===== config.mk =====
export PLATFORM = sky130hd
export DESIGN_NAME = hpc_canonical_kmer_seeder_unit
export DESIGN_NICKNAME = d
export VERILOG_FILES = /design/src/design/hpcks_pkg.sv /design/src/design/hpcks_canon.sv /design/src/design/hpc_canonical_kmer_seeder_unit.sv
export SDC_FILE = /design/constraint.sdc
export NUM_CORES = 2
export LEC_CHECK = 0
export BUFFER_PORTS_ARGS = -buffer_cell sky130_fd_sc_hd__buf_4
export CORE_MARGIN = 3
export CORE_UTILIZATION = 50
export CTS_CLUSTER_DIAMETER = 30
export DETAILED_ROUTE_END_ITERATION = 10
export PLACE_DENSITY = 0.67
export SYNTH_ARGS = -nofsm -noshare
export SYNTH_HDL_FRONTEND = slang
export SYNTH_HIERARCHICAL = 1
export SYNTH_SLANG_ARGS = --single-unit

===== constraint.sdc =====
create_clock -name clk -period 36.8 [get_ports clk]
set_input_delay 7.36 -clock clk [delete_from_list [all_inputs] [get_ports clk]]
set_output_delay 7.36 -clock clk [all_outputs]
set_load 0.01 [all_outputs]

===== src/design/hpcks_pkg.sv =====
package hpcks_pkg;

	localparam int HPCKS_MAX_K   = 32;
	localparam int HPCKS_K_MIN   = 5;
	localparam int HPCKS_K_RESET = 16;
	localparam int HPCKS_KMER_W  = 64;
	localparam int HPCKS_POS_W   = 32;
	localparam int HPCKS_ID_W    = 32;
	localparam int HPCKS_CFG_W   = 6;

	localparam logic [2:0] HPCKS_NO_BASE = 3'd4;

	typedef struct packed {
		logic [HPCKS_KMER_W-1:0] kmer;
		logic                    dir;
		logic                    palin;
	} canon_t;

endpackage


===== src/design/hpcks_canon.sv =====
module hpcks_canon
	import hpcks_pkg::*;
#(
	parameter int MAX_K = HPCKS_MAX_K,
	localparam int WIN_W = 2 * MAX_K,
	localparam int KW = $clog2(MAX_K + 1)
) (
	input  logic [WIN_W-1:0] win,
	input  logic [KW-1:0]    k,
	output canon_t           canon
);

	logic [WIN_W-1:0] rev_full;
	logic [WIN_W-1:0] rev;
	logic [KW-1:0]    diff;
	logic             rev_le;

	// complement and base reversal over the full window, then align to k
	always_comb begin
		for (int i = 0; i < MAX_K; i++) begin
			rev_full[2*(MAX_K-1-i) +: 2] = ~win[2*i +: 2];
		end
	end

	assign diff   = KW'(MAX_K) - k;
	assign rev    = rev_full >> {diff, 1'b0};
	assign rev_le = !(rev > win);

	always_comb begin
		canon.palin = (rev == win);
		canon.dir   = rev_le;
		canon.kmer  = rev_le ? HPCKS_KMER_W'(rev) : HPCKS_KMER_W'(win);
	end

endmodule


===== src/design/hpc_canonical_kmer_seeder_unit.sv =====
// A base is held in the input register, then its seed is written to the result register.
// Throughput: one base per cycle unless a seed stalls, set by the single pass through the
// window update, reverse complement and 64-bit compare between the input and result registers.
// Reset (arst_n low, asynchronous): k = 16, read state cleared, no seed pending.
// The start position shift line has no reset and is only read after being written.
module hpc_canonical_kmer_seeder_unit
	import hpcks_pkg::*;
#(
	parameter int MAX_K = HPCKS_MAX_K
) (
	input  logic                    clk,
	input  logic                    arst_n,

	input  logic                    cfg_wr_en,
	input  logic [HPCKS_CFG_W-1:0]  cfg_wr_data,

	input  logic                    in_valid,
	output logic                    in_ready,
	input  logic [1:0]              base,
	input  logic                    first_of_read,
	input  logic [HPCKS_ID_W-1:0]   read_id,

	output logic                    out_valid,
	input  logic                    out_ready,
	output logic [HPCKS_KMER_W-1:0] seed_kmer,
	output logic                    seed_dir,
	output logic [HPCKS_ID_W-1:0]   seed_read,
	output logic [HPCKS_POS_W-1:0]  seed_offset,
	output logic [HPCKS_POS_W-1:0]  seed_span
);

	localparam int WIN_W = 2 * MAX_K;
	localparam int KW    = $clog2(MAX_K + 1);
	localparam int IW    = (MAX_K > 1) ? $clog2(MAX_K) : 1;
	localparam int K_RST = (HPCKS_K_RESET > MAX_K) ? MAX_K : HPCKS_K_RESET;

	logic [KW-1:0] k_q;
	logic [KW-1:0] k_wr;

	always_comb begin
		if (cfg_wr_data < HPCKS_CFG_W'(HPCKS_K_MIN)) begin
			k_wr = KW'(HPCKS_K_MIN);
		end else if ({1'b0, cfg_wr_data} > (HPCKS_CFG_W + 1)'(MAX_K)) begin
			k_wr = KW'(MAX_K);
		end else begin
			k_wr = KW'(cfg_wr_data);
		end
	end

	always_ff @(posedge clk or negedge arst_n) begin
		if (!arst_n) begin
			k_q <= KW'(K_RST);
		end else if (cfg_wr_en) begin
			k_q <= k_wr;
		end
	end

	// input register
	logic                  valid_s1;
	logic [1:0]            base_s1;
	logic                  first_s1;
	logic [HPCKS_ID_W-1:0] rid_s1;
	logic                  process;
	logic                  out_valid_q;

	assign process  = valid_s1 && (!out_valid_q || out_ready);
	assign in_ready = !valid_s1 || process;

	always_ff @(posedge clk or negedge arst_n) begin
		if (!arst_n) begin
			valid_s1 <= 1'b0;
		end else if (in_valid && in_ready) begin
			valid_s1 <= 1'b1;
		end else if (process) begin
			valid_s1 <= 1'b0;
		end
	end

	always_ff @(posedge clk) begin
		if (in_valid && in_ready) begin
			base_s1  <= base;
			first_s1 <= first_of_read;
			rid_s1   <= read_id;
		end
	end

	// read state
	logic [2:0]             prev_q;
	logic [WIN_W-1:0]       win_q;
	logic [KW-1:0]          kept_q;
	logic [HPCKS_POS_W-1:0] rpos_q;
	logic [HPCKS_POS_W-1:0] sp_q [MAX_K];

	logic [2:0]             cur_prev;
	logic [WIN_W-1:0]       cur_win;
	logic [KW-1:0]          cur_kept;
	logic [HPCKS_POS_W-1:0] pos;
	logic [HPCKS_POS_W-1:0] next_rpos;
	logic                   keep;
	logic [WIN_W-1:0]       win_mask;
	logic [WIN_W-1:0]       new_win;
	logic [KW-1:0]          new_kept;
	logic [HPCKS_POS_W-1:0] sp_shift [MAX_K];
	logic [IW-1:0]          start_idx;
	logic [HPCKS_POS_W-1:0] start;
	logic                   emit;
	canon_t                 canon;

	always_comb begin
		cur_prev = first_s1 ? HPCKS_NO_BASE : prev_q;
		cur_win  = first_s1 ? '0 : win_q;
		cur_kept = first_s1 ? '0 : kept_q;
		pos      = first_s1 ? '0 : rpos_q;
	end

	assign next_rpos = (pos == '1) ? pos : pos + 1'b1;
	assign keep      = ({1'b0, base_s1} != cur_prev);

	always_comb begin
		for (int j = 0; j < MAX_K; j++) begin
			win_mask[2*j +: 2] = {2{KW'(j) < k_q}};
		end
	end

	assign new_win  = {cur_win[WIN_W-3:0], base_s1} & win_mask;
	assign new_kept = (cur_kept == KW'(MAX_K)) ? cur_kept : cur_kept + 1'b1;

	always_comb begin
		sp_shift[0] = pos;
		for (int i = 1; i < MAX_K; i++) begin
			sp_shift[i] = sp_q[i-1];
		end
	end

	assign start_idx = IW'(k_q - 1'b1) & IW'(MAX_K - 1);
	assign start     = sp_shift[start_idx];

	hpcks_canon #(
		.MAX_K(MAX_K)
	) u_canon (
		.win  (new_win),
		.k    (k_q),
		.canon(canon)
	);

	assign emit = keep && (new_kept >= k_q) && !canon.palin;

	always_ff @(posedge clk or negedge arst_n) begin
		if (!arst_n) begin
			prev_q <= HPCKS_NO_BASE;
			win_q  <= '0;
			kept_q <= '0;
			rpos_q <= '0;
		end else if (process) begin
			rpos_q <= next_rpos;
			if (keep) begin
				prev_q <= {1'b0, base_s1};
				win_q  <= new_win;
				kept_q <= new_kept;
			end
		end
	end

	always_ff @(posedge clk) begin
		if (process && keep) begin
			sp_q <= sp_shift;
		end
	end

	// result register
	logic [HPCKS_KMER_W-1:0] seed_kmer_q;
	logic                    seed_dir_q;
	logic [HPCKS_ID_W-1:0]   seed_read_q;
	logic [HPCKS_POS_W-1:0]  seed_offset_q;
	logic [HPCKS_POS_W-1:0]  seed_span_q;

	always_ff @(posedge clk or negedge arst_n) begin
		if (!arst_n) begin
			out_valid_q <= 1'b0;
		end else if (process) begin
			out_valid_q <= emit;
		end else if (out_ready) begin
			out_valid_q <= 1'b0;
		end
	end

	always_ff @(posedge clk) begin
		if (process && emit) begin
			seed_kmer_q   <= canon.kmer;
			seed_dir_q    <= canon.dir;
			seed_read_q   <= rid_s1;
			seed_offset_q <= start;
			seed_span_q   <= pos + 1'b1 - start;
		end
	end

	assign out_valid   = out_valid_q;
	assign seed_kmer   = seed_kmer_q;
	assign seed_dir    = seed_dir_q;
	assign seed_read   = seed_read_q;
	assign seed_offset = seed_offset_q;
	assign seed_span   = seed_span_q;

	a_kept_bound: assert property (@(posedge clk) disable iff (!arst_n)
		kept_q <= KW'(MAX_K))
		else $error("kept count above MAX_K");

	a_prev_kept: assert property (@(posedge clk) disable iff (!arst_n)
		(prev_q != HPCKS_NO_BASE) |-> (kept_q != '0))
		else $error("base held with empty window count");

	a_k_range: assert property (@(posedge clk) disable iff (!arst_n)
		(k_q >= KW'(HPCKS_K_MIN)) && (k_q <= KW'(MAX_K)))
		else $error("k outside legal range");

	a_stall_blocks: assert property (@(posedge clk) disable iff (!arst_n)
		(out_valid_q && !out_ready && valid_s1) |-> !in_ready)
		else $error("input taken while result stalled and stage full");

	a_s1_hold: assert property (@(posedge clk) disable iff (!arst_n)
		(valid_s1 && !process) |=> (valid_s1 && $stable(base_s1) && $stable(rid_s1)))
		else $error("stalled input stage changed");

endmodule

==> results.txt <==
----------------------------------------------------
[Drt]
  Drt first-iter violations ... 3,751
  Vias post-DR ... 32,800
  Count of antenna-violating nets left after detailed routing ... 0
  Pre-antenna DRT Iters ... 6
  Mean routed wirelength per cell ... 24.2 um
  Remaining DRCs ... 0
  Drt total wl ... 133 mm
  Post-DR vias/cell ... 5.98

[Placement]
  Final GP Congestion ... 0.929
  Placed wire-length estimate after detailed placement ... 80.7 mm
  Port bufs ... 208

[Worst setup path]
  Largest incremental delay on the critical path ... 0.20 ns
  Nature of the critical path startpoint ... input port
  Cell-by-cell trace of the critical path ... buf_4 > nand3b_1 > buf_4
  Library cell contributing the largest single delay on the critical path ... nand3b_1
  CP Data Required Time ... 29.44 ns
  Critical path data arrival time ... 7.84 ns
  FF-to-FF path depth ... 18
  Reg-to-reg critical path endpoint ... seed_kmer[14]$_DFFE_PP_
  Crit path max-delay family ... buffers and inverters
  Launch instance of the worst register-to-register path ... k_q[0]$_DFFE_PN0P_
  Crit path buf inv count ... 2
  Cell count along the critical path ... 3
  Category of the most critical setup path ... input port to primary output
  Reg2Reg Setup Slack ... 28.89 ns
  Critical path endpoint category ... primary output
  CP max FO ... 3
  Cell with the most instances on the worst path ... buf_4

[Final layout]
  Number of nets in the layout ... 3,914
  Count of fill cells added during filler insertion ... 8,282
  Synth-to-Final Area Change ... 21.3%
  Fraction of final layout cells with drive strength greater than 1 ... 0.303
  Number of inserted diodes ... 0
  Most common library cell in the layout ignoring fill and taps ... edfxtp_1
  Most frequent cells in the layout ... 1,188 x edfxtp_1, 312 x mux4_2, 285 x clkbuf_16, 263 x nand2_1, 249 x buf_4

[GRT]
  Total congestion overflow ... 0
  Global-route wire length before repair ... 204 mm
  Number of global-route vias before repair ... 33,200
  Antenna violations before repair ... 2
  Total routing usage reported by global routing ... 0.222
  Maximum number of pins on one net before global-route repair ... 202

[Clocking]
  # clock sinks ... 1,299
  Worst-Skew Late Latency ... 0.87 ns
  Clock edge transition at the registers on the reported setup and hold paths ... 0.05 ns
  Clock tree from TritonCTS ... done
  Quantity of gates resized following cts ... 0
  Hold buffer count at cts ... 0
  Root buffer selected by CTS ... clkbuf_16
  Clock H-tree levels ... 5
  Num CTS Buffers ... 282
  Setup repair bufs after CTS ... 0
  Clock buffer depth ... 4

[Die]
  Area of the core ... 0.115 mm^2
  Die Y-Extent ... 346 um
  Standard-cell rows ... 124
  Chip Width ... 346 um
  Starting Density ... 0.505
  Overall die area ... 0.120 mm^2
  Top-Level Pins ... 209

[Status]
  Status ... finished, final reports clean

[Yosys]
  Most used flip-flop cell after synthesis ... edfxtp_1
  Average instance area after synthesis ... 17.0 um^2
  Total of flip-flops plus latches after synthesis ... 1,299
  Fraction of the yosys area taken by sequential cells ... 0.665
  Syn Nets ... 3,547
  Number of enable flip-flop cells after synthesis ... 1,188
  Synth Instances ... 3,408
  Post-synthesis cell area ... 0.0578 mm^2
  Count of unique library cells instantiated by Yosys ... 101
  Yosys synthesis warning count ... 6
  Fraction of synthesis flops using an asynchronous set or reset pin ... 0.0855

[STA]
  Maximum clock rate ... 65.8 MHz
  Final critical-path share of the clock period ... 0.413
  Clock Skews ... 0.0615 ns
  Worst slew pin tran ... 1.15 ns
  Endpoints failing hold ... 0
  Final max-slew violation count ... 0
  Rel. slew slack ... 0.231
  Final setup fails ... 0
  Setup repair after global routing missed its margin ... no
  Worst hold-check slack ... 0.395 ns
  Summed negative setup slack over all endpoints ... 0 ns
  Clock period minus final worst setup slack ... 15.20 ns

[Pwr]
  Power density over the cells ... 84.1 mW/mm^2
  Net Sw Frac ... 0.277
  Gate power share ... 0.198
  Leak ... 25.7 nW
  Peak ir drop on the vdd network ... 0.000105 V
  Power spent charging and discharging nets ... 0.00163 W
  Design internal power ... 0.00426 W
  Part of the total power dissipated in sequential elements ... 0.382
  Clock share of power ... 0.420

[Worst hold path]
  Worst min-delay path class ... register to register
  Hold Path Origin ... rid_s1[6]$_DFFE_PP_
  Endpoint of the worst hold path ... seed_read[6]$_DFFE_PP_
  Hold Path Depth ... 0

[Job]
  Max-capacitance violation count ... 0

----------------------------------------------------
## final cells by class
class,count,area (um^2),share of cell area
clock inverters,164,2020,0.0288
clock buffers,323,7330,0.105
multi-input cells,1827,18000,0.257
repair buffers,254,1970,0.0281
flip-flops and latches,1299,38500,0.549
inverters,111,424,0.00605
well taps,1512,1890,0.0270
## registers in the layout, indices dropped and copies added, names as in the netlist
name / cells
sp_q: 992
seed_kmer: 64
win_q: 62
rid_s1: 32
rpos_q: 32
seed_offset: 32
seed_read: 32
seed_span: 32
k_q: 6
kept_q: 6
prev_q: 3
base_s1: 2
first_s1: 1
out_valid: 1
seed_dir: 1
valid_s1: 1
## Yosys cell counts, types with 35 or more instances
| cell type | number | share of area |
|---|---|---|
| o22ai_1 | 35 | 0.0038 |
| edfxtp_1 | 1188 | 0.62 |
| nand2_1 | 263 | 0.017 |
| xnor2_1 | 46 | 0.0070 |
| dfrtp_1 | 109 | 0.047 |
| a21oi_1 | 126 | 0.011 |
| mux2_2 | 101 | 0.020 |
| nor2b_1 | 36 | 0.0039 |
| and2_1 | 51 | 0.0055 |
| clkbuf_1 | 81 | 0.0053 |
| mux2_4 | 48 | 0.012 |
| and3_1 | 43 | 0.0047 |
| ha_1 | 92 | 0.020 |
| a31oi_1 | 35 | 0.0038 |
| nor2_1 | 141 | 0.0092 |
| mux4_2 | 312 | 0.12 |
| buf_2 | 41 | 0.0036 |
| mux2i_1 | 76 | 0.013 |
| o21ai_0 | 63 | 0.0055 |
| inv_1 | 106 | 0.0069 |
## worst max path at each step
| stage | start | endpoint | slack, ns |
|---|---|---|---|
| after detailed placement | out_ready | in_ready | 21.60 |
| after CTS | out_ready | in_ready | 21.60 |
| after global routing | out_ready | in_ready | 21.58 |
| final | out_ready | in_ready | 21.60 |
| after global placement | out_ready | in_ready | 21.62 |
| after floorplan | out_ready | win_q[40]$_DFFE_PN0P_ | 2.03 |
## power groups by stage
| stage | logic (W) | registers [W] | clock network (W) |
|---|---|---|---|
| final | 0.00117 | 0.00225 | 0.00248 |
| after global routing | 0.00125 | 0.00229 | 0.00260 |
| after CTS | 0.00118 | 0.00225 | 0.00252 |
| after detailed placement | 0.00117 | 0.00226 | 0 |
| after global placement | 0.00116 | 0.00225 | 0 |
| after floorplan | 0.000843 | 0.00253 | 0 |
## kinds of logic after synthesis
kind of cell | synth area share
multiplexers | 0.169
flip-flops | 0.665
buffers and inverters | 0.0249
AND/OR/NAND/NOR | 0.0596
XOR/XNOR | 0.0130
AO/OA/AOI/OAI | 0.0457
adder cells (fa/ha/maj) | 0.0228
## worst reg2reg max path, delay by kind of cell, from the launching register on
kind | cells | cell delay [ns]
DFF | 1 | 0.62
and+or+nand+nor | 7 | 1.88
muxes | 2 | 0.77
buffers and inverters | 4 | 2.24
AOI/OAI and AO/OA | 3 | 1.20
adders and majority gates | 2 | 0.91
## routing by layer
metal	vias to the layer above	routed length (um)	global-route usage
li1	14300	-	-
met1	16800	58100	0.323
met2	1390	60600	0.327
met3	278	9860	0.0479
met4	0	4550	0.0916
met5	-	0	0
## through the flow
step	util	instances	cell area (um^2)	setup slack, ns	power (W)
2_1_floorplan	-	3408	57800	2.03	0.00338
3_3_place_gp	0.531	5003	60800	21.62	0.00341
3_5_place_dp	0.531	5003	60800	21.60	0.00343
4_1_cts	0.612	5490	70100	21.60	0.00595
5_1_grt	0.612	5490	70100	21.58	0.00614
6_report	0.612	5490	70100	21.60	0.00590
(Power assumes the default switching activity.)
